==> config.mk <==
export PLATFORM = sky130hd
export DESIGN_NAME = pld_divider
export DESIGN_NICKNAME = d
export VERILOG_FILES = /design/src/rtl/pld_pkg.sv /design/src/rtl/pld_divider.sv
export SDC_FILE = /design/constraint.sdc
export NUM_CORES = 1
export LEC_CHECK = 0
export ABC_AREA = 1
export BUFFER_PORTS_ARGS = -buffer_cell sky130_fd_sc_hd__buf_2
export CAP_MARGIN = 30
export CORE_ASPECT_RATIO = 1.25
export CORE_MARGIN = 2
export CORE_UTILIZATION = 49
export CTS_BUF_LIST = sky130_fd_sc_hd__clkbuf_4 sky130_fd_sc_hd__clkbuf_8 sky130_fd_sc_hd__clkbuf_16
export DETAILED_ROUTE_END_ITERATION = 12
export PLACE_DENSITY = 0.73
export SETUP_SLACK_MARGIN = 0.1
export SLEW_MARGIN = 10
export SYNTH_ARGS = -nofsm -noshare
export SYNTH_HDL_FRONTEND = slang
export SYNTH_SLANG_ARGS = --single-unit
==> constraint.sdc <==
create_clock -name clk -period 5.1 [get_ports clk]
set_clock_uncertainty 0.1 [all_clocks]
set_input_delay 0.51 -clock clk [delete_from_list [all_inputs] [get_ports clk]]
set_output_delay 0.51 -clock clk [all_outputs]
set_load 0.05 [all_outputs]
==> src/rtl/pld_pkg.sv <==
`default_nettype none
package pld_pkg;
  localparam int MaxDegreeDefault = 31;
  localparam int CoeffW = 32;
  localparam int PowW = 5;
  localparam int Depth = 32;

  typedef struct packed {
    logic              poly_select;
    logic [PowW-1:0]   power;
    logic signed [CoeffW-1:0] coeff;
    logic              last;
  } req_t;

  typedef struct packed {
    logic              part;
    logic [PowW-1:0]   degree;
    logic [PowW-1:0]   term_power;
    logic signed [CoeffW-1:0] result_coeff;
    logic              error;
    logic              end_of_run;
  } res_t;
endpackage
`default_nettype wire

==> src/rtl/pld_divider.sv <==
`default_nettype none
// Restoring signed divider, truncating toward zero, one quotient bit per cycle.
module pld_divider
  import pld_pkg::*;
(
  input  wire logic clk,
  input  wire logic rst,
  input  wire logic go,
  input  wire logic [CoeffW-1:0] a,
  input  wire logic [CoeffW-1:0] b,
  output logic done,
  output logic [CoeffW-1:0] q
);
  logic busy;
  logic [5:0] cnt;
  logic [CoeffW-1:0] mb, quo, rm;
  logic neg;
  logic [CoeffW:0] trial;
  logic [CoeffW-1:0] shifted_quo;

  assign trial = {rm, quo[CoeffW-1]} - {1'b0, mb};
  assign shifted_quo = {quo[CoeffW-2:0], ~trial[CoeffW]};

  always_ff @(posedge clk) begin
    if (rst) begin
      busy <= 1'b0;
      done <= 1'b0;
    end else begin
      done <= 1'b0;
      if (go) begin
        busy <= 1'b1;
        cnt <= 6'd0;
        neg <= a[CoeffW-1] ^ b[CoeffW-1];
        quo <= a[CoeffW-1] ? -a : a;
        mb <= b[CoeffW-1] ? -b : b;
        rm <= '0;
      end else if (busy) begin
        rm <= trial[CoeffW] ? {rm[CoeffW-2:0], quo[CoeffW-1]} : trial[CoeffW-1:0];
        quo <= shifted_quo;
        cnt <= cnt + 6'd1;
        if (cnt == 6'(CoeffW-1)) begin
          busy <= 1'b0;
          done <= 1'b1;
          q <= neg ? -shifted_quo : shifted_quo;
        end
      end
    end
  end
endmodule
`default_nettype wire

==> reports/qor.yml, run 1 <==
die_x_um: 128
synth_area_sq_um: 9340
vdd.ir_drop.worst_uv: 261
synthesis.nets: 1244
power_w: 0.00342
hp-class: "in -> reg"
cts_resized: 0
dpl-instance-area_sq_um: 10100
wire_per_inst_um: 14.9
power.leakage_nw: 4.50
dieHeight_um: 158
r2r_end: "q[26]"
synth_cell_types: 48
synthTopCellsByCount: "nand2_1, inv_1, edfxtp_1, nor2_1, o21ai_0"
synth_top_area_share_pct: 43.4
rsz0062_at_grt: "no"
status: "complete, no violations"
cts_sinks: 137
io_buffers: 99
grt_pass1_wl_mm: 35.7
grt_use_total_pct: 22.5
layout_min_cycle_time_ns: 4.02
fin_crit_sh_pct: 78.7
grt_overflow: 0
clk_latency_ns: 0.43
cp.required_ns: 5.18
antennaDiodeCount: 0
drive_gt1_share_pct: 13.2
cts_setup_buffers: 0
ys_top_cells_by_area: "edfxtp_1, nand2_1, xor2_1, inv_1, o21ai_0"
use_met1_pct: 27.3
core_sq_um: 18700
synth_area_leader_cell: "edfxtp_1"
power.density_nw_per_um2: 321
drv_cap: 0
p_seq_share_pct: 40.8
yosys_warnings: 0
cts_buffers: 17
r2r-start: "mb[0]"
synth_edf_count: 135
clk_pin_slew_worst_paths_ns: 0.06
stdcell_area_sq_um: 10700
grt_busiest_layer: "met2"
totalWireLength_mm: 22.1
drv_slew: 0
placementRows: 56
setup_violations: 0
antenna_found_initial: 0
root_buffer: "clkbuf_16"
synth-main-ff-cell: "edfxtp_1"
drt_iter0_markers: 601
max_stage_delay_ns: 0.41
fin_nets: 1342
drc: 0
tightest_slew_ns: 0.819
power_frac_clock_pct: 35.7
startpoint_type: "flip-flop"
worstSetupPathType: "reg -> reg"
initial_utilization_pct: 49.9
pin_count: 100
synth-async-reset-ratio_pct: 0
ys_ff_latch: 137
critPathArrivalTime_ns: 4.09
p_sw_w: 0.00106
crit_top_cell: "nand2_1"
dr.pass1.iters: 7
crit_fanout: 10
vias_per_cell: 5.33
comb_power_share_pct: 23.5
placedCellCount: 1450
internal_power_w: 0.00236
fmax_ghz: 0.249
cp_slowest_cell: "fa_1"
yosys.cell_count.top_type: "nand2_1"
clockBufferDepth: 2
critPathCapture: "q[26]"
grt_use_met3_pct: 4.33
dp_hpwl_mm: 16.6
critPathLaunch: "mb[0]"
relSlewSlack_pct: 45.4
ant_nets: 0
switching_share_pct: 31.0
place_congestion: 0.980
synthToLayoutAreaGrowth_pct: 14.1
hold_viol: 0
reg2reg_setup_slack_ns: 1.08
netlist_instances: 1140
ctsHtreeMaxLevel: 4
cts_tree: "built"
cp-end-kind: "flip-flop"
ys_seq_area_share_pct: 43.8
grt_max_degree: 87
grt_pass1_vias: 7489
setup_tns_ns: 0
ctsHoldBuffers: 0
stdcell_count: 1483
cp_cell_sequence: "ha_1 -> fa_1 -> inv_1 -> nand2_1 -> nand2_1 -> nand3_1 -> nand2_1 -> nand2_1 -> nand2_2 -> nand2_2 -> nand2_2 -> nand2_1 -> nand2_4 -> ha_1 -> inv_1 -> nor3_2 -> nand2_1 -> nor2_1 -> nand3_1 -> nor2_1 -> nor2_1 -> a21oi_1 -> o21ai_0 -> xor2_1"
hold_slack_ns: 0.166
rr_worst_depth: 24
avgSynthCellArea_sq_um: 8.20
vias: 7910
grt_util_met2_pct: 39.9
die_area_sq_um: 20200
## cells in the final DEF (no fill, tap or decap), drive strengths merged, types with 50 or more instances in the layout
master / synthesis / routed
a21oi: 79 / 79
o21ai: 107 / 107
edfxtp: 135 / 135
xor2: 62 / 62
buf: 8 / 105
nand2: 231 / 231
nor2: 130 / 130
nand3: 50 / 50
inv: 146 / 148
## worst max-delay path: cells and delay by family (launching register included)
kind / cells / cell delay, ns
buf+inv: 2 / 0.12
flops: 1 / 0.37
xor+xnor: 1 / 0.16
simple gates: 16 / 1.76
compound gates: 2 / 0.43
fa+ha+maj: 3 / 0.80
## metal layers
| metal | wire, um | share of wire, % |
|---|---|---|
| met5 | 0 | 0 |
| met4 | 549 | 2.5 |
| met1 | 9290 | 42 |
| met2 | 11000 | 50 |
| met3 | 1290 | 5.8 |
## layout make-up
class	count	area (sq um)
clock buffer	18	433
clock inverter	14	149
fill	1742	8050
inverter	147	552
multi-input combinational	830	4590
sequential	137	4090
tap	232	290
timing repair buffer	105	553
## flip-flops by register name, indices dropped and copies added, names as in the netlist
name	flops
neg	1
quo	32
busy	1
cnt	6
mb	32
rm	32
q	32
done	1
## logic make-up after synthesis
kind of cell	count (synthesis)	synth area share, %
fa+ha+maj	37	5.04
simple gates	470	21.4
flops	137	43.8
compound gates	225	13.2
xor+xnor	98	9.19
buf+inv	173	7.31
## through the flow
| stage | worst slack (ns) | utilization (%) |
|---|---|---|
| after floorplan | 0.296 | - |
| after global placement | 1.22 | 53.7 |
| after detailed placement | 1.11 | 53.7 |
| after CTS | 1.06 | 56.9 |
| after global routing | 0.677 | 57.0 |
| final | 1.08 | 57.0 |
## power groups by stage
stage	combinational, W	clock [W]	sequential, W
after global routing	0.000907	0.00129	0.00140
after CTS	0.000801	0.00124	0.00139
after floorplan	0.000608	0	0.00141
after global placement	0.000783	0	0.00141
final	0.000805	0.00122	0.00139
after detailed placement	0.000794	0	0.00142
## how the worst min path moves through the flow
stage | cells past startpoint | from | slack [ns] | to
floorplan | 2 | busy | 0.34 | done
global placement | 2 | busy | 0.44 | done
detailed placement | 2 | busy | 0.45 | done
CTS | 1 | b[0] | 0.15 | mb[0]
global route | 1 | b[0] | 0.15 | mb[0]
finish | 1 | b[0] | 0.17 | mb[0]
Power figures use the tool's default switching activity.
==> run 2: changes to the inputs <==
--- a/config.mk
+++ b/config.mk
@@ -13,7 +13,7 @@
 export CORE_UTILIZATION = 49
 export CTS_BUF_LIST = sky130_fd_sc_hd__clkbuf_4 sky130_fd_sc_hd__clkbuf_8 sky130_fd_sc_hd__clkbuf_16
 export DETAILED_ROUTE_END_ITERATION = 12
-export PLACE_DENSITY = 0.73
+export PLACE_DENSITY = 0.7
 export SETUP_SLACK_MARGIN = 0.1
 export SLEW_MARGIN = 10
 export SYNTH_ARGS = -nofsm -noshare
==> constraint.sdc (replaced) <==
create_clock -name clk -period 3.7 [get_ports clk]
set_clock_uncertainty 0.1 [all_clocks]
set_input_delay 0.37 -clock clk [delete_from_list [all_inputs] [get_ports clk]]
set_output_delay 0.37 -clock clk [all_outputs]
set_load 0.05 [all_outputs]
==> reports/qor.yml, run 2 (synthesis gave the netlist of run 1 again) <==
initial_utilization_pct: 49.9  # unchanged
status: "complete, no violations"  # unchanged
placementRows: 56  # unchanged
cp.required_ns: 3.78  # was 5.18 ns
grt_max_degree: 72  # was 87
startpoint_type: "flip-flop"  # unchanged
power.density_nw_per_um2: 439  # was 321 nW/um^2
worstSetupPathType: "reg -> reg"  # unchanged
synthToLayoutAreaGrowth_pct: 16.6  # was 14.1%
vias: 8039  # was 7910
cts_sinks: 137  # unchanged
hp-class: "in -> reg"  # unchanged
antennaDiodeCount: 0  # unchanged
critical_path_depth: 25  # was 24
utilization_pct: 58.2  # was 57.0%
dr.pass1.iters: 5  # was 7
clk_latency_ns: 0.43  # about the same
die_x_um: 128  # unchanged
drv_cap: 0  # unchanged
grt_pass1_vias: 7706  # was 7489
vdd.ir_drop.worst_uv: 331  # was 261 uV
layout_min_cycle_time_ns: 3.41  # was 4.02 ns
clockBufferDepth: 2  # unchanged
clk_pin_slew_worst_paths_ns: 0.07  # was 0.06 ns
cts_tree: "built"  # unchanged
fin_nets: 1357  # was 1342
drt_iter0_markers: 555  # was 601
ctsHtreeMaxLevel: 4  # unchanged
wire_per_inst_um: 15.0  # was 14.9 um
crit_family: "simple AND/OR/NAND/NOR gates"  # unchanged
cp_slowest_cell: "fa_2"  # was fa_1
min_path_cells: 1  # unchanged
path_buf_inv: 3  # was 2
vias_per_cell: 5.37  # was 5.33
hold_viol: 0  # unchanged
die_area_sq_um: 20200  # unchanged
layout_commonest_cell: "nand2_1"  # unchanged
totalWireLength_mm: 22.4  # was 22.1 mm
drc: 0  # unchanged
final_cell_mix: "nand2_1, inv_1, edfxtp_1"  # unchanged
grt_overflow: 0  # unchanged
fmax_ghz: 0.293  # was 0.249 GHz
io_buffers: 99  # unchanged
drive_gt1_share_pct: 16.2  # was 13.2%
grt_use_total_pct: 22.8  # was 22.5%
grt_pass1_wl_mm: 36.2  # was 35.7 mm
antenna_found_initial: 0  # unchanged
place_congestion: 0.930  # was 0.980
pin_count: 100  # unchanged
crit_fanout: 3  # was 10
rsz0062_at_grt: "no"  # unchanged
drv_slew: 0  # unchanged
power.leakage_nw: 4.57  # was 4.50 nW
ctsHoldBuffers: 0  # unchanged
dp_hpwl_mm: 17.0  # was 16.6 mm
critPathArrivalTime_ns: 3.49  # was 4.09 ns
setup_tns_ns: 0  # unchanged
hold_slack_ns: 0.0476  # was 0.166 ns
fin_crit_sh_pct: 92.2  # was 78.7%
max_stage_delay_ns: 0.37  # was 0.41 ns
crit_top_cell: "nand2_2"  # was nand2_1
tightest_slew_ns: 0.690  # was 0.819 ns
setup_violations: 0  # unchanged
cts_buffers: 17  # unchanged
cp-end-kind: "flip-flop"  # unchanged
ant_nets: 0  # unchanged
rr_worst_depth: 25  # was 24
root_buffer: "clkbuf_16"  # unchanged
relSlewSlack_pct: 53.5  # was 45.4%
core_sq_um: 18700  # unchanged
dieHeight_um: 158  # unchanged
-- run 2: cell count changes in the layout (fill, tap and decap cells not counted), moves of 3 or more --
cell | before | now
buf_4 | 5 | 20
ha_2 | 0 | 3
ha_1 | 36 | 31
nand2_2 | 6 | 13
nor2_1 | 127 | 123
inv_8 | 0 | 4
clkinv_4 | 4 | 1
nand2_1 | 223 | 216
-- run 2: path summary, 6_finish.rpt --
check	startpoint	slack, ns	to
worst max register to register	quo[31]	0.29	q[28]
worst min register to register	busy	0.48	done
worst min-delay path	b[0]	0.05	mb[0]
worst max-delay path	quo[31]	0.29	q[28]
-- run 2: what timing repair did --
| action | 4_1_cts | 5_1_grt |
|---|---|---|
| setup endpoints to repair | 5 | 7 |
| endpoints found under the hold margin | 0 | 0 |
| gates resized for setup | 4 | 28 |
| setup buffers | 0 | 6 |
| pin swaps | 0 | 9 |
| gates cloned | 0 | 0 |
-- run 2: worst register-to-register path: stages (launching register included) --
cell and delay [ns]:
edfxtp_1 0.34, inv_1 0.05, ha_2 0.19, fa_2 0.37, inv_1 0.06, nand2_1 0.05, nand2_2 0.07, nand3_2 0.06
nand2_2 0.09, nand2_2 0.06, nand2_2 0.08, nand2_2 0.08, nand2_2 0.08, nand2_2 0.06, nand2_4 0.07, ha_4 0.12
inv_2 0.04, nor3_4 0.18, nand2_2 0.10, nor2_4 0.17, nand3_4 0.10, nor2_4 0.16, nand2_2 0.09, o21ai_4 0.18
o21ai_2 0.08, xor2_1 0.14
-- run 2: cell type report --
type                    instances  area (sq um)
fillers                      1711          7810
multi-input cells             830          4710
flip-flops and latches        137          4090
repair buffers                120           666
inverters                     147           552
clock buffers                  17           425
well taps                     232           290
clock inverters                15           156
-- run 2: metrics by stage --
stage | setup WS [ns] | total power [W] | instances | area [sq um]
final | 0.290 | 0.00478 | 1498 | 10900
after global routing | 0.0886 | 0.00502 | 1498 | 10900
after CTS | 0.0873 | 0.00476 | 1492 | 10700
after detailed placement | -0.0424 | 0.00307 | 1460 | 10200
after global placement | 0.0226 | 0.00305 | 1460 | 10200
after floorplan | 0.300 | 0.00277 | 1140 | 9350
-- run 2: report_power, final --
part	internal [W]	switching, W	total (W)
registers	0.00186	0.0000642	0.00192
logic	0.000429	0.000740	0.00117
clock network	0.000951	0.000737	0.00169
-- run 2: metal layers --
metal / track usage [%] / wire length [um]
met2: 41.8 / 11400
met3: 3.13 / 989
met1: 26.5 / 9410
met4: 9.94 / 576
met5: 0 / 0
