### config.mk
export PLATFORM = sky130hd
export DESIGN_NAME = pld_cell
export DESIGN_NICKNAME = d
export VERILOG_FILES = /design/src/rtl/pld_pkg.sv /design/src/rtl/pld_cell.sv
export SDC_FILE = /design/constraint.sdc
export NUM_CORES = 1
export LEC_CHECK = 0
export BUFFER_PORTS_ARGS = -buffer_cell sky130_fd_sc_hd__buf_2
export CAP_MARGIN = 20
export CORE_MARGIN = 2
export CORE_UTILIZATION = 54
export CTS_BUF_LIST = sky130_fd_sc_hd__clkbuf_4
export DETAILED_ROUTE_END_ITERATION = 6
export PLACE_DENSITY = 0.84
export SYNTH_ARGS = -nofsm -noshare
export SYNTH_HDL_FRONTEND = slang
export SYNTH_SLANG_ARGS = --single-unit
### constraint.sdc
create_clock -name clk -period 3.55 [get_ports clk]
set_input_delay 0.355 -clock clk [delete_from_list [all_inputs] [get_ports clk]]
set_output_delay 0.355 -clock clk [all_outputs]
set_load 0.01 [all_outputs]
### src/rtl/pld_pkg.sv
`default_nettype none
package pld_pkg;
  localparam int MaxDegreeDefault = 31;
  localparam int CoeffW = 32;
  localparam int PowW = 5;
  localparam int Depth = 32;

  typedef struct packed {
    logic              poly_select;
    logic [PowW-1:0]   power;
    logic signed [CoeffW-1:0] coeff;
    logic              last;
  } req_t;

  typedef struct packed {
    logic              part;
    logic [PowW-1:0]   degree;
    logic [PowW-1:0]   term_power;
    logic signed [CoeffW-1:0] result_coeff;
    logic              error;
    logic              end_of_run;
  } res_t;
endpackage
`default_nettype wire

### src/rtl/pld_cell.sv
`default_nettype none
// One remainder coefficient: subtract q times the divisor coefficient in its column.
module pld_cell
  import pld_pkg::*;
(
  input  wire logic clk,
  input  wire logic ld,
  input  wire logic [CoeffW-1:0] ld_val,
  input  wire logic sub_en,
  input  wire logic [CoeffW-1:0] prod,
  output logic [CoeffW-1:0] rem
);
  always_ff @(posedge clk) begin
    if (ld) begin
      rem <= ld_val;
    end else if (sub_en) begin
      rem <= rem - prod;
    end
  end
endmodule
`default_nettype wire

==> impl_metrics.env, run 1 <==
export IMPL_cts_tree="yes"
export IMPL_setup_worst_path_end_class="register"
export IMPL_grt_antenna_before_repair=0
export IMPL_critical_path_data_required_time_ns=3.74
export IMPL_max_vdd_ir_drop_v=0.000271
export IMPL_post_synthesis_instance_area_um2=3190
export IMPL_reg_largest_list="rem x32"
export IMPL_post_drt_via_cell_ratio=5.74
export IMPL_fp_dieArea_um2=6530
export IMPL_num_rows=27
export IMPL_first_global_vias=2949
export IMPL_setup_repair_after_global_routing_missed_its_margin="false"
export IMPL_status="finished clean"
export IMPL_p_leak_nw=1.87
export IMPL_worst_slew_margin_rel=0.454
export IMPL_cts_hold_buffers=0
export IMPL_h_tree_depth=2
export IMPL_post_synth_inst_count=384
export IMPL_clock_root_buffer="clkbuf_4"
export IMPL_die_height_um=80.8
export IMPL_ys_warnings_count=0
export IMPL_worst_path_arrival_ns=3.24
export IMPL_place_detailed_hpwl_mm=6.27
export IMPL_initial_core_util=0.568
export IMPL_detailedRoute_firstIterationViolations=128
export IMPL_timing_fmax_mhz=327
export IMPL_cts_resized_gates=0
export IMPL_boundaryPins=99
export IMPL_finalMaxSlewViolations=0
export IMPL_grt_first_pass_wirelength_mm=13.1
export IMPL_synth_seq_cells=32
export IMPL_clk_insertion_delay_late_ns=0.35
export IMPL_portBuffers=98
export IMPL_yosysSeqAreaShare=0.302
export IMPL_synth_area_per_cell_um2=8.30
export IMPL_finalNetCount=579
export IMPL_path_class="register to register"
export IMPL_post_cts_setup_buffer_count=0
export IMPL_numCtsBuffers=5
export IMPL_setup_viol_count_final=0
export IMPL_largest_net_degree_at_the_start_of_global_routing=36
export IMPL_layout_cells_sized_above_1=0.237
export IMPL_postSynthNetCount=483
export IMPL_fin_setup_tns_ns=0
export IMPL_finalHoldViolCount=0
export IMPL_numClockSinks=32
export IMPL_grt_total_usage=0.256
export IMPL_power_per_cell_area_nw_per_um2=501
export IMPL_period_needed_ns=3.06
export IMPL_worst_pin_slew_ns=0.819
export IMPL_largest_register="rem"
export IMPL_drt_first_pass_iters=5
export IMPL_floorplan_die_width_um=80.8
export IMPL_globalRoute_totalOverflow=0
export IMPL_top_library_cells_by_usage_in_the_layout_fill_and_taps_aside="buf_2 (98), nand2_1 (47), inv_1 (40), a21oi_1 (32), edfxtp_1 (32)"
export IMPL_design_power_total_mw=1.90
export IMPL_detail_route_wirelength_mm=8.18
export IMPL_antenna_cells=0
export IMPL_dr_drc_count=0
export IMPL_layout_area_overhead_vs_synth_pct=19.0
export IMPL_distinct_cells_synth=55
export IMPL_timing_clock_skew_ns=0.0136
export IMPL_drv_max_cap_violation_count=0
export IMPL_routabilityCongestion=0.910
export IMPL_layout_worst_path_cycle_share=0.861
export IMPL_worst_setup_hold_path_clk_slew_ns=0.12
export IMPL_timing_critical_path_fanout_max=5
export IMPL_hp_class="input pin to register"
export IMPL_clock_path_buffers=2
export IMPL_core_um2=5610
export IMPL_vias=3176
export IMPL_number_of_flip_flops_under_the_largest_register_name=32
export IMPL_final_common_cell="buf_2"
export IMPL_start_kind="register"
export IMPL_route_antenna_remaining_nets=0
export IMPL_synth_top_flop_cell="edfxtp_1"
export IMPL_synth_edf_count=32
export IMPL_synth_async_reset_ratio=0
export IMPL_avgRoutedWirePerCell_um=14.8
[cells by family after synthesis]
kind of cell,share of synthesized area
adders and majority gates,0.128
buffers and inverters,0.0605
and+or+nand+nor,0.178
xor gates and xnor gates,0.0357
AOI/OAI and AO/OA,0.296
DFF,0.302
[per-stage QoR]
stage | instance area (µm²) | util | std cells | hold WS [ns] | worst slack [ns]
global route | 3790 | 0.676 | 553 | 0.278 | 0.310
global placement | 3730 | 0.666 | 545 | 0.632 | 0.505
floorplan | 3190 | - | 384 | 0.545 | 0.860
finish | 3790 | 0.676 | 553 | 0.273 | 0.495
CTS | 3790 | 0.676 | 553 | 0.265 | 0.518
detailed placement | 3730 | 0.666 | 545 | 0.635 | 0.442
[synth_stat cells, types with 5 or more instances]
library cell,n,share of area
o21a_1,11,0.026
o21bai_1,6,0.014
nand2_1,47,0.055
nand3_1,10,0.016
a21o_1,15,0.035
clkbuf_1,7,0.0082
o21ai_1,18,0.028
a21oi_1,32,0.050
nor2_1,19,0.022
nor3_1,10,0.016
edfxtp_1,32,0.30
o21ai_0,13,0.020
ha_1,31,0.12
xor2_1,8,0.022
and3_1,8,0.016
a31oi_1,5,0.0098
o31ai_1,9,0.021
xnor2_1,5,0.014
inv_1,40,0.047
[final cells by class]
cell class                 instances  area [µm²]
multi-input combinational        301        2030
fill                             493        1820
sequential                        32         961
timing repair buffer              99         498
inverter                          41         154
tap                               72        90.1
clock buffer                       7        52.6
clock inverter                     1        3.75
[final timing paths]
kind              from      end  slack (ns)  cells after the start
max reg2reg     rem[0]  rem[30]        0.49                     10
max             rem[0]  rem[30]        0.49                     10
min          ld_val[4]   rem[4]        0.27                      2
min reg2reg     rem[0]   rem[0]        0.81                      3
[where the power goes]
part	internal (mW)	leakage [nW]	total, mW	switching [mW]
Clock	0.0915	0.0338	0.230	0.139
Combinational	0.460	1.50	1.09	0.635
Sequential	0.525	0.329	0.573	0.0476
[routing by layer]
layer | part of all wire | GRT usage
met2 | 0.45 | 0.417
met4 | 0.013 | 0.0831
met5 | 0 | 0
met3 | 0.064 | 0.0467
met1 | 0.47 | 0.344
[critical path, stage by stage (launching register included)]
cell       delay (ns)
edfxtp_1         0.35
inv_1            0.04
ha_1             0.21
fa_1             0.40
nor2b_1          0.17
o31a_1           0.20
o2111ai_2        0.20
a2111oi_4        0.51
o2111ai_1        0.34
o211a_1          0.30
nor3_1           0.17
Power figures use the tool's default switching activity.
==> inputs of run 2 (changes only) <==
Settings changed: PLACE_DENSITY 0.84 to 0.81.
==> run 2 against run 1 <==
  * Worst hold slack better by 0.013 ns
  * Largest power group unchanged
  * Final area is 0.50% lower
  * Sequential cell count is the same
  * First-iteration DRC count is 66% higher
  * Wire length is 0.65% higher
  * Clock power decreased by 16%
  * Fmax shrank 2.0%
  * Core utilization shrank 0.33 points
  * Final cell count is 0.54% lower
  * Count of clock-buffer cells in the layout fell by 2
  * Register-to-register slack worse by 0.06 ns
  * Global-route usage grew 0.83 points
==> impl_metrics.env, run 2 (same netlist as run 1, synthesis figures left out) <==
export IMPL_non_filler_instance_count_after_layout=550
export IMPL_critical_path_data_required_time_ns=3.73
export IMPL_timing_critical_path_fanout_max=5
export IMPL_h_tree_depth=2
export IMPL_clk_insertion_delay_late_ns=0.34
export IMPL_ff2ff_setup_slack_ns=0.43
export IMPL_worstHoldPathCells=3
export IMPL_antenna_cells=0
export IMPL_grt_use_met1=0.379
export IMPL_largest_register="rem"
export IMPL_power_per_cell_area_nw_per_um2=495
export IMPL_power_report_internal_total_mw=1.05
export IMPL_comb_power_share=0.590
export IMPL_min_from="ld_val[6]"
export IMPL_end_point_of_the_worst_hold_path="rem[6]"
export IMPL_boundaryPins=99
export IMPL_seq_power_share=0.307
export IMPL_path_class="register to register"
export IMPL_dr_drc_count=0
export IMPL_clock_path_buffers=2
export IMPL_numClockSinks=32
export IMPL_p_leak_nw=1.86
export IMPL_reg_largest_list="rem x32"
export IMPL_drv_max_cap_violation_count=0
export IMPL_layout_cells_sized_above_1=0.234
export IMPL_core_um2=5610
export IMPL_cts_tree="yes"
export IMPL_clkPwrFrac=0.103
export IMPL_detailedRoute_firstIterationViolations=212
export IMPL_grt_total_usage=0.264
export IMPL_vias=3189
export IMPL_avgRoutedWirePerCell_um=15.0
export IMPL_setup_viol_count_final=0
export IMPL_final_standard_cell_area_without_fillers_um2=3770
export IMPL_route_antenna_remaining_nets=0
export IMPL_globalRoute_totalOverflow=0
export IMPL_design_power_total_mw=1.87
export IMPL_number_of_flip_flops_under_the_largest_register_name=32
export IMPL_numCtsBuffers=5
export IMPL_status="finished clean"
export IMPL_power_share_switching=0.436
export IMPL_portBuffers=98
export IMPL_drt_first_pass_iters=5
export IMPL_post_route_util=0.673
export IMPL_initial_core_util=0.568
export IMPL_grt_first_pass_wirelength_mm=13.5
export IMPL_cp_slowest_stage_delay_ns=0.48
export IMPL_layout_worst_path_cycle_share=0.878
export IMPL_top_library_cells_by_usage_in_the_layout_fill_and_taps_aside="buf_2 (98), nand2_1 (47), inv_1 (40), a21oi_1 (32), edfxtp_1 (32)"
export IMPL_cts_resized_gates=0
export IMPL_ff2ff_path_depth=10
export IMPL_routabilityCongestion=0.865
export IMPL_crit_path_cell_trace="inv_1 > ha_1 > fa_1 > nor2b_1 > o31a_1 > o2111ai_2 > a2111oi_4 > o2111ai_1 > o211a_1 > nor3_1"
export IMPL_final_common_cell="buf_2"
export IMPL_finalHoldViolCount=0
export IMPL_fp_dieArea_um2=6530
export IMPL_setup_worst_path_end_class="register"
export IMPL_start_kind="register"
export IMPL_post_cts_setup_buffer_count=0
export IMPL_worst_pin_slew_ns=0.816
export IMPL_num_rows=27
export IMPL_cts_hold_buffers=0
export IMPL_worst_slew_margin_rel=0.456
export IMPL_largest_net_degree_at_the_start_of_global_routing=36
export IMPL_timing_fmax_mhz=321
export IMPL_ff_latch_area_um2=961
export IMPL_setup_repair_after_global_routing_missed_its_margin="false"
export IMPL_placed_cell_area_um2=3730
export IMPL_period_needed_ns=3.12
export IMPL_detail_route_wirelength_mm=8.24
export IMPL_finalNetCount=579
export IMPL_layout_area_overhead_vs_synth_pct=18.4
export IMPL_die_height_um=80.8
export IMPL_fin_setup_tns_ns=0
export IMPL_hp_class="input pin to register"
export IMPL_met3_routing_resource_usage_after_global_routing=0.0400
export IMPL_grt_antenna_before_repair=0
export IMPL_timing_clock_skew_ns=0.0105
export IMPL_switching_power_mw=0.814
export IMPL_place_detailed_hpwl_mm=6.36
export IMPL_multi_input_area_um2=2030
export IMPL_worst_path_arrival_ns=3.30
export IMPL_worst_setup_hold_path_clk_slew_ns=0.10
export IMPL_n_fill_cell=517
export IMPL_finalMaxSlewViolations=0
export IMPL_rr_startpoint="rem[0]"
export IMPL_first_global_vias=2973
export IMPL_rr_endpoint="rem[30]"
export IMPL_gr_max_usage_layer="met2"
export IMPL_grt_use_met2=0.417
export IMPL_cp_slowest_cell="a2111oi_4"
export IMPL_placedCellCount=545
export IMPL_floorplan_die_width_um=80.8
export IMPL_max_vdd_ir_drop_v=0.000329
export IMPL_post_drt_via_cell_ratio=5.80
export IMPL_clock_root_buffer="clkbuf_4"
-- run 2: worst max path at each step --
stage | startpoint | endpoint | slack [ns] | cells past startpoint
3_5_place_dp | prod[0] | rem[30] | 0.38 | 10
3_3_place_gp | prod[0] | rem[30] | 0.52 | 10
2_1_floorplan | rem[8] | rem[24] | 0.86 | 8
4_1_cts | rem[0] | rem[30] | 0.46 | 10
5_1_grt | rem[0] | rem[30] | 0.20 | 10
6_report | rem[0] | rem[30] | 0.43 | 10
-- run 2: critical path, delay by kind of cell (launching register included) --
family / cells / cell delay (ns)
compound gates: 5 / 1.54
fa+ha+maj: 2 / 0.63
simple gates: 2 / 0.40
flops: 1 / 0.35
buf+inv: 1 / 0.04
-- run 2: metrics by stage --
stage	hold slack, ns	setup slack (ns)
6_report	0.286	0.431
3_3_place_gp	0.630	0.516
4_1_cts	0.281	0.455
5_1_grt	0.297	0.197
2_1_floorplan	0.545	0.860
3_5_place_dp	0.639	0.378
-- run 2: power by group through the flow --
stage	sequential [mW]	combinational (mW)	clock [mW]
floorplan	0.615	0.750	0
global placement	0.578	1.05	0
detailed placement	0.581	1.08	0
CTS	0.572	1.09	0.194
global route	0.582	1.22	0.204
finish	0.573	1.10	0.193
-- run 2: area by class of cell --
cell class / count / share of cell area
Inverter: 41 / 0.0408
Clock buffer: 5 / 0.00995
Timing Repair Buffer: 99 / 0.132
Multi-Input combinational cell: 301 / 0.539
Sequential cell: 32 / 0.255
Tap cell: 72 / 0.0239
-- run 2: layer usage --
| layer | up-vias | share of wire |
|---|---|---|
| met4 | 0 | 0.011 |
| met5 | - | 0 |
| met1 | 1434 | 0.47 |
| met2 | 132 | 0.45 |
| li1 | 1613 | - |
| met3 | 10 | 0.067 |
==> inputs of run 3 (changes only) <==
Settings changed: CORE_ASPECT_RATIO set to 1.5.
==> run 3 against run 2 <==
  * Via count shrank 0.94%
  * Critical endpoint is now rem[25]
  * Largest power group unchanged
  * Global-route usage increased by 0.18 points
  * Clock power grew 8%
  * Combinational power is essentially flat
  * Highest routed layer unchanged
  * Sequential share of layout area down 0.15 points
  * Register-to-register slack better by 0.11 ns
  * Count of clock-buffer cells in the layout did not move
  * Sequential cell count unchanged
  * Die area up 0.19%
  * Core utilization decreased by 1.2 points
  * Critical path depth down 1
==> impl_metrics.env, run 3 (same netlist as run 1, synthesis figures left out) <==
export IMPL_num_rows=34
export IMPL_floorplan_die_width_um=66.7
export IMPL_post_drt_via_cell_ratio=5.70
export IMPL_h_tree_depth=2
export IMPL_worst_pin_slew_ns=0.841
export IMPL_layout_worst_path_cycle_share=0.849
export IMPL_core_um2=5740
export IMPL_boundaryPins=99
export IMPL_initial_core_util=0.555
export IMPL_hp_class="input pin to register"
export IMPL_worst_setup_hold_path_clk_slew_ns=0.11
export IMPL_start_kind="register"
export IMPL_detailedRoute_firstIterationViolations=210
export IMPL_routabilityCongestion=0.890
export IMPL_fp_dieArea_um2=6540
export IMPL_grt_total_usage=0.266
export IMPL_placed_cell_area_um2=3750
export IMPL_clk_insertion_delay_late_ns=0.35
export IMPL_setup_repair_after_global_routing_missed_its_margin="false"
export IMPL_fin_setup_tns_ns=0
export IMPL_globalRoute_totalOverflow=0
export IMPL_dr_drc_count=0
export IMPL_path_class="register to register"
export IMPL_worstHoldPathCells=3
export IMPL_drt_first_pass_iters=4
export IMPL_first_global_vias=3164
export IMPL_avgRoutedWirePerCell_um=15.0
export IMPL_final_common_cell="buf_2"
export IMPL_status="finished clean"
export IMPL_numCtsBuffers=5
export IMPL_grt_antenna_before_repair=0
export IMPL_rr_startpoint="rem[1]"
export IMPL_setup_viol_count_final=0
export IMPL_end_point_of_the_worst_hold_path="rem[8]"
export IMPL_place_detailed_hpwl_mm=6.56
export IMPL_post_route_util=0.661
export IMPL_portBuffers=98
export IMPL_ff2ff_setup_slack_ns=0.54
export IMPL_crit_path_cell_trace="ha_1 > nor2b_1 > o31a_1 > a2111oi_0 > buf_4 > o21ai_1 > a21oi_1 > o311a_1 > nor3_1"
export IMPL_cts_tree="yes"
export IMPL_timing_critical_path_fanout_max=5
export IMPL_layout_cells_sized_above_1=0.237
export IMPL_vias=3159
export IMPL_cp_slowest_stage_delay_ns=0.49
export IMPL_cp_slowest_cell="a2111oi_0"
export IMPL_placedCellCount=547
export IMPL_finalMaxSlewViolations=0
export IMPL_rr_endpoint="rem[25]"
export IMPL_cts_hold_buffers=0
export IMPL_worst_slew_margin_rel=0.440
export IMPL_max_vdd_ir_drop_v=0.000242
export IMPL_numClockSinks=32
export IMPL_worst_path_arrival_ns=3.10
export IMPL_number_of_flip_flops_under_the_largest_register_name=32
export IMPL_final_standard_cell_area_without_fillers_um2=3790
export IMPL_grt_first_pass_wirelength_mm=13.7
export IMPL_top_library_cells_by_usage_in_the_layout_fill_and_taps_aside="buf_2 (98), nand2_1 (47), inv_1 (40), a21oi_1 (32), edfxtp_1 (32)"
export IMPL_antenna_cells=0
export IMPL_timing_clock_skew_ns=0.0152
export IMPL_die_height_um=98.1
export IMPL_period_needed_ns=3.01
export IMPL_post_cts_setup_buffer_count=0
export IMPL_largest_net_degree_at_the_start_of_global_routing=44
export IMPL_drv_max_cap_violation_count=0
export IMPL_critical_path_data_required_time_ns=3.64
export IMPL_power_per_cell_area_nw_per_um2=494
export IMPL_finalNetCount=581
export IMPL_reg_largest_list="rem x32"
export IMPL_non_filler_instance_count_after_layout=554
export IMPL_ff2ff_path_depth=9
export IMPL_clock_path_buffers=2
export IMPL_timing_fmax_mhz=332
export IMPL_layout_area_overhead_vs_synth_pct=19.1
export IMPL_largest_register="rem"
export IMPL_finalHoldViolCount=0
export IMPL_route_antenna_remaining_nets=0
export IMPL_min_from="ld_val[8]"
export IMPL_cts_resized_gates=0
export IMPL_setup_worst_path_end_class="register"
export IMPL_detail_route_wirelength_mm=8.33
export IMPL_p_leak_nw=1.87
export IMPL_clock_root_buffer="clkbuf_4"
## run 3: worst max path at each step
stage / startpoint / end / cells past startpoint
2_1_floorplan: rem[8] / rem[24] / 8
3_3_place_gp: prod[1] / rem[25] / 11
3_5_place_dp: prod[1] / rem[25] / 11
4_1_cts: rem[1] / rem[25] / 9
5_1_grt: rem[1] / rem[25] / 9
6_report: rem[1] / rem[25] / 9
## run 3: stage by stage
stage	power (mW)	setup WS, ns	hold slack [ns]
2_1_floorplan	1.36	0.860	0.545
3_3_place_gp	1.65	0.348	0.631
3_5_place_dp	1.67	0.433	0.634
4_1_cts	1.88	0.498	0.271
5_1_grt	2.03	0.284	0.272
6_report	1.88	0.538	0.278
## run 3: routing by layer
layer	wire (µm)	vias to the layer above	part of all wire	GRT usage
li1	-	1607	-	-
met4	311	0	0.037	0.127
met3	347	25	0.042	0.0380
met1	3290	1420	0.39	0.293
met2	4380	107	0.53	0.482
met5	0	-	0	0
## run 3: power by group
part	total (mW)	internal, mW	leakage (nW)	switching (mW)
clock network	0.209	0.0692	0.0261	0.140
registers	0.572	0.525	0.329	0.0468
logic	1.09	0.464	1.51	0.631
## run 3: final cells by class
cell class                      count  area (µm²)
Inverter                           41         154
Tap cell                           72        90.1
Sequential cell                    32         961
Multi-Input combinational cell    301        2030
Fill cell                         529        1950
Timing Repair Buffer              101         513
Clock inverter                      2        7.51
Clock buffer                        5        37.5
## run 3: worst max-delay path, delay by kind of cell (launching register included)
kind | cells | cell delay [ns]
flops | 1 | 0.44
buf+inv | 1 | 0.19
fa+ha+maj | 1 | 0.29
compound gates | 5 | 1.65
simple gates | 2 | 0.20
